===== src/hdl/frmm_pkg.sv =====
// shared types, constants and coefficient table for the fir rms min/max monitor
`timescale 1ns / 1ps
`default_nettype none

package frmm_pkg;

    localparam int VOLT_W = 20;
    localparam int RMS_W  = 19;
    localparam int REF_W  = 13;
    localparam int ADC_W  = 10;
    localparam int COEF_W = 16;

    localparam logic signed [VOLT_W-1:0] VMAX       = 20'sd524287;
    localparam logic signed [VOLT_W-1:0] VMIN       = -20'sd524288;
    localparam logic signed [VOLT_W-1:0] FIVE_VOLTS = 20'sd327680;
    localparam logic [REF_W-1:0]         REF_RESET  = 13'd3000;

    localparam logic OP_SAMPLE = 1'b0;
    localparam logic OP_LATCH  = 1'b1;

    // one queued input word
    typedef struct packed {
        logic             op;
        logic [ADC_W-1:0] sample;
    } item_t;

    typedef enum logic [3:0] {
        ST_IDLE,
        ST_MUL,
        ST_PREP,
        ST_DIV,
        ST_FIR,
        ST_FIR_END,
        ST_SQ,
        ST_SQ_END,
        ST_ROOT_A,
        ST_ROOT_B,
        ST_RESULT
    } state_t;

    // symmetric q1.15 coefficients, zero for any tap count other than ten
    function automatic logic signed [COEF_W-1:0] coef_at(input int unsigned idx,
                                                         input int unsigned taps);
        logic signed [COEF_W-1:0] c;
        int unsigned              k;
        c = '0;
        k = (idx < 5) ? idx : 9 - idx;
        if (taps == 10 && idx < 10) begin
            case (k)
                0:       c = -16'sd1607;
                1:       c = -16'sd2289;
                2:       c = 16'sd477;
                3:       c = 16'sd6998;
                4:       c = 16'sd12805;
                default: c = '0;
            endcase
        end
        return c;
    endfunction

endpackage

`default_nettype wire


===== src/hdl/frmm_queue.sv =====
// front end: two-word input queue that takes and stores words
`timescale 1ns / 1ps
`default_nettype none

module frmm_queue
    import frmm_pkg::*;
(
    input  wire logic  aclk,
    input  wire logic  aresetn,
    input  wire logic  in_valid,
    output logic       in_ready,
    input  wire item_t in_item,
    output logic       out_valid,
    input  wire logic  out_ready,
    output item_t      out_item
);

    item_t      mem_reg [2];
    logic       wr_ptr_reg, wr_ptr_next;
    logic       rd_ptr_reg, rd_ptr_next;
    logic [1:0] count_reg, count_next;
    logic       push, pop;

    // handshake decode
    assign in_ready  = (count_reg != 2'd2);
    assign out_valid = (count_reg != 2'd0);
    assign out_item  = mem_reg[rd_ptr_reg];
    assign push      = in_valid && in_ready;
    assign pop       = out_valid && out_ready;

    // pointer and fill updates
    always_comb begin
        wr_ptr_next = push ? ~wr_ptr_reg : wr_ptr_reg;
        rd_ptr_next = pop ? ~rd_ptr_reg : rd_ptr_reg;
        count_next  = count_reg + {1'b0, push} - {1'b0, pop};
    end

    always_ff @(posedge aclk) begin
        if (!aresetn) begin
            wr_ptr_reg <= 1'b0;
            rd_ptr_reg <= 1'b0;
            count_reg  <= 2'd0;
        end else begin
            wr_ptr_reg <= wr_ptr_next;
            rd_ptr_reg <= rd_ptr_next;
            count_reg  <= count_next;
        end
    end

    // storage
    always_ff @(posedge aclk) begin
        if (push) begin
            mem_reg[wr_ptr_reg] <= in_item;
        end
    end

endmodule

`default_nettype wire


===== config.mk =====
export PLATFORM = sky130hd
export DESIGN_NAME = frmm_queue
export DESIGN_NICKNAME = d
export VERILOG_FILES = /design/src/hdl/frmm_pkg.sv /design/src/hdl/frmm_queue.sv
export SDC_FILE = /design/constraint.sdc
export NUM_CORES = 1
export LEC_CHECK = 0
export ABC_AREA = 1
export BUFFER_PORTS_ARGS = -buffer_cell sky130_fd_sc_hd__clkbuf_2
export CAP_MARGIN = 10
export CELL_PAD_IN_SITES_DETAIL_PLACEMENT = 0
export CELL_PAD_IN_SITES_GLOBAL_PLACEMENT = 1
export CORE_UTILIZATION = 41
export CTS_BUF_LIST = sky130_fd_sc_hd__clkbuf_16
export DETAILED_ROUTE_END_ITERATION = 8
export GPL_ROUTABILITY_DRIVEN = 0
export PLACE_DENSITY_LB_ADDON = 0.1
export SLEW_MARGIN = 40
export SYNTH_ARGS = -nofsm -noshare
export SYNTH_HDL_FRONTEND = slang
export SYNTH_SLANG_ARGS = --single-unit

===== constraint.sdc =====
create_clock -name aclk -period 2.2 [get_ports aclk]
set_clock_uncertainty 0.2 [all_clocks]
set_input_delay 0.33 -clock aclk [delete_from_list [all_inputs] [get_ports aclk]]
set_output_delay 0.33 -clock aclk [all_outputs]
set_load 0.01 [all_outputs]

# ---- Yosys cells after proc, flatten, opt, wreduce, memory -nomap -nowiden
# Memories as Yosys holds them, arrays and structs flattened. A register that Yosys moved wholly into a read port is not among the register bits.
# Cells that the tools add are included.
dict set report classes {
  n_reduce_logical 3
  add_sub_neg 2
  mux 4
  n_eq_ne 1
  bitwise_logic 2
}
# cell count
set ops {}
lappend ops {{1-bit two-way mux} 4}
lappend ops {{2-bit by 1-bit adder with 2-bit output} 1}
lappend ops {{1-bit logical AND} 2}
lappend ops {{2-bit != test (second input constant)} 1}
lappend ops {{1-bit inverter} 2}
lappend ops {{2-bit nonzero test} 1}
lappend ops {{2-bit by 1-bit subtractor with 2-bit output} 1}
dict set report word_totals {
  ramBits 22
  input_bits 15
  register_bits 4
  n_memories 1
  out_inout_bits 13
}
# memory depth width rd rd_ports_with_merged_regs write_ports line
set mem_list {}
lappend mem_list {mem_reg 2 11 1 1 1 frmm_queue.sv:18} ;# item_t mem_reg [2];

# ---- Longest topological paths before layout
dict set report depth {
  depth_word 4
  mapped_depth 11
  ltp_nobuf 11
}

# ---- Worst setup path before layout
# OpenSTA, ideal clock, no wires.
dict set report synth_timing {
  kind {register to register}
  from {register count_reg[0]}
  to {memory mem_reg[0][0] (netlist bit) (enable)}
  setup_time_ns 0.378
  arrival_ns 1.112
  path_stages_with_launch 5
  path_slack_ns 0.510
  period_less_slack_ns 1.690
  cell_sequence {dfxtp_1 -> inv_1 -> nand2_1 -> nand2_1 -> nor2_1}
}
dict set report synth_between {
  elab_chain_len 4
}
# item line
set synth_rtl {}
lappend synth_rtl {{start, declared} frmm_queue.sv:21} ;# logic [1:0] count_reg, count_next;
lappend synth_rtl {{start signal, assigned} frmm_queue.sv:46} ;# count_reg <= count_next;
lappend synth_rtl {{2-bit != test} frmm_queue.sv:25} ;# assign in_ready = (count_reg != 2'd2);
lappend synth_rtl {{via in_ready} frmm_queue.sv:11} ;# output logic in_ready,
lappend synth_rtl {{1-bit logical AND} frmm_queue.sv:28} ;# assign push = in_valid && in_ready;
lappend synth_rtl {{1-bit two-way mux} frmm_queue.sv:52} ;# if (push) begin
lappend synth_rtl {{1-bit two-way mux (implied by the code)} frmm_queue.sv:53} ;# mem_reg[wr_ptr_reg] <= in_item;
lappend synth_rtl {{end, declared} frmm_queue.sv:18}
# The timed path passes the listed nets, and every way through them passes these cells.

==> summary.md <==
The die width was 53.2 um; the CTS sink count was 27. The filler-free cell count of the finished design came out at 132. The wire length reported by the detailed router is 1550 um, and the post-route clock period utilization is 0.909. TritonCTS built the clock tree. Traced cell by cell, the critical path runs through buf_4 > mux2_4 > clkbuf_2.

Reg-to-reg critical path startpoint: count_reg[0]$_SDFF_PN0_. In this run the tool buffered the top-level ports with 27 buffer cells. The first routing iteration left 18 violations.

Buffers inserted during clock tree synthesis total 3. The clock transition at the register clock pins on the worst setup and hold paths after CTS is 60 ps. For this run the aggregate overflow at the end of global routing stands at 0. The logic gate share of total power was 0.285; the placed instance count was 128. The clock passes through at most 2 buffers.

IR analysis of the VDD net gives a maximum drop of 0.582 mV. At the worst endpoint, the required time is 1670 ps. The share of layout cells above drive strength 1 is 0.422, and the H-tree depth is 1. The tools report the start point of the worst min-delay path as in_item[8]. The critical path is of the reg -> out type. The signed area change from the synthesized netlist to the final layout was 23.8%.

The post-synthesis cell type with the largest combined area is sky130_fd_sc_hd__edfxtp_1. The kind of start point of the critical path was a register. STA classifies the critical path endpoint as an output port.

The pin count of the biggest net entering global routing is 15, and the total of hold buffers inserted after clock tree synthesis is 0. The slew of the pin with the lowest slew margin was 439 ps; the number of gates given a new drive strength after cts was 0. The starting density of the core was 0.433; the number of antenna diodes was 0.

The register with the most flip-flops in the layout has 22 of them. Clock tree synthesis selected as its root buffer the cell sky130_fd_sc_hd__clkbuf_16. Summing over every cut layer, the via total after detailed routing is 607. The tools report the net count after synthesis as 87. The number of pins with negative max-slew slack in the final report came out at 0. The run gives 0.500 GHz as the achievable clock frequency. Dominant cell by count in the synthesized netlist: sky130_fd_sc_hd__edfxtp_1. Counting I/O delays and the setup requirement, the final critical path takes 2000 ps. On the worst path, the slowest cell contributes a delay of 520 ps.

Summed over all cells, the static leakage comes to 0.587 nW. The run gives 0.709 as the proportion of synthesized chip area in sequential cells. Clock network power share: 0.257. Before CTS, the worst setup slack after placement is 470 ps.

The first global-routing pass estimated 2530 um of wire. The count of flip-flops with a built-in enable after synthesis came out at 22. Setup repair after global routing left no endpoint under its margin.

In the synthesized netlist the dominant register cell turns out to be sky130_fd_sc_hd__edfxtp_1. The async set-or-reset flop fraction in the synthesized netlist works out to 0. In this design, the largest share of critical-path delay is due to flip-flops.

The via count of the first global-routing pass is 533. In this run the cell area of the synthesized design comes to 1070 um^2. The total track usage is 0.134.

The type of the most critical hold path is in -> reg. Worst max-slew margin expressed relative to the limit: 0.707. For the initial antenna violation count, the log shows 0. The arrival time at the worst endpoint was 1470 ps. For the total of max-cap violations, the log shows 0. The internal portion of the total power is 1.11 mW.

Share of Yosys cell area claimed by the top area cell type: 0.615. In this run the power density over the cells is 1150 nW/um^2. Peak fanout along the critical path: 6.

The run finished with clean final reports. Clock latency on the worst-skew pair, taken at its later pin, is 260 ps. The commonest cells after synthesis are sky130_fd_sc_hd__edfxtp_1, sky130_fd_sc_hd__mux2_4, sky130_fd_sc_hd__nand2_1.

Each instance of the synthesized netlist takes up on average 15.3 um^2. Counting both buffers and inverters, the worst setup path holds a total of 2. The logs give 0 for the hold violation total from the final report and 0.420 mW for the power dissipated by switching net loads. The residual antenna-violating net count after detailed routing came out at 0. Number of setup violations in the final report: 0. The logs give 1120 um for the total half-perimeter wirelength after legalization and detailed placement and 0 for the number of buffers added for setup after CTS. Dividing the detail-routed wire length by the instance count gives 11.8 um. For the number of instances in the synthesized netlist, the log shows 70.

The post-route worst setup slack was 199 ps. 28 I/O pins were placed. The count of unique library cells instantiated by Yosys was 11; the full die area was 2830 um^2. The pre-antenna-repair detailed-routing pass consisted of 4 iterations. The height of the die is 53.2 um, and the number of standard-cell rows in the floorplan is 18.

The number of register bits inferred by synthesis was 27. The share of power burned in registers is 0.457, and the post-route setup TNS is 0 ps. On the critical path, the stage with the largest delay is an instance of sky130_fd_sc_hd__dfxtp_1.

The tools report the number of synthesis warnings as 0. In the routed design, unresolved DRC markers number 0. The placeable core region is 2480 um^2.

The switching power share of the total works out to 0.274. After the last flow step, the layout net total stands at 120. In the routed layout, each cell is associated on average with a via count of 4.60. In the post-synthesis netlist, the biggest area contributors are sky130_fd_sc_hd__edfxtp_1, sky130_fd_sc_hd__mux2_4, sky130_fd_sc_hd__dfxtp_1.
per-layer routing:
layer / vias to the layer above / wire, um / global-route usage
met5: - / 0 / 0
met1: 274 / 791 / 0.196
li1: 310 / - / -
met2: 21 / 659 / 0.179
met3: 2 / 92 / 0.0287
met4: 0 / 10 / 0.0789
final cells by class:
type / count / area, um^2
multi-input combinational: 35 / 275
clock inverter: 1 / 3.75
clock buffer: 3 / 75.1
sequential: 27 / 761
tap: 30 / 37.5
fill: 220 / 1150
timing repair buffer: 29 / 150
inverter: 7 / 26.3
placed cells by master, fill, tap and decap left out, drive strengths merged:
cell,netlist,final
buf,1,2
a21oi,2,2
nor2,8,8
ha,2,2
mux2,11,11
nand2,9,9
clkbuf,0,30
dfxtp,5,5
edfxtp,22,22
inv,7,8
nand3,3,3
worst paths after layout:
kind	slack, ps	to	cells past startpoint
setup / recovery	200	out_item[5]	3
hold / removal	60	mem_reg[1][8]$_DFFE_PP_	1
setup reg to reg	480	count_reg[1]$_SDFF_PN0_	10
hold reg to reg	310	wr_ptr_reg$_SDFFE_PN0N_	2
metrics by stage:
stage               utilization  instance area [um^2]  hold slack (ps)  total power, mW
floorplan                     -                  1070              223             1.01
global placement          0.505                  1250              285             1.15
detailed placement        0.505                  1250              292             1.16
CTS                       0.536                  1330             56.0             1.55
global route              0.536                  1330             55.3             1.65
finish                    0.536                  1330             61.3             1.53
power by group through the flow:
stage	registers (mW)	clock network, mW	logic, mW
2_1_floorplan	0.692	0	0.320
3_3_place_gp	0.711	0	0.439
3_5_place_dp	0.713	0	0.442
4_1_cts	0.703	0.407	0.444
5_1_grt	0.715	0.430	0.503
6_report	0.701	0.394	0.437
cells by family (layout without fill, tap and decap cells):
logic type,after synthesis,count (layout),synth area share
compound gates,2,2,0.00932
simple gates,20,20,0.0734
buf+inv,8,40,0.0350
flops,27,27,0.709
mux,11,11,0.150
fa+ha+maj,2,2,0.0233
Note: power is estimated with default switching activity, not from simulation.
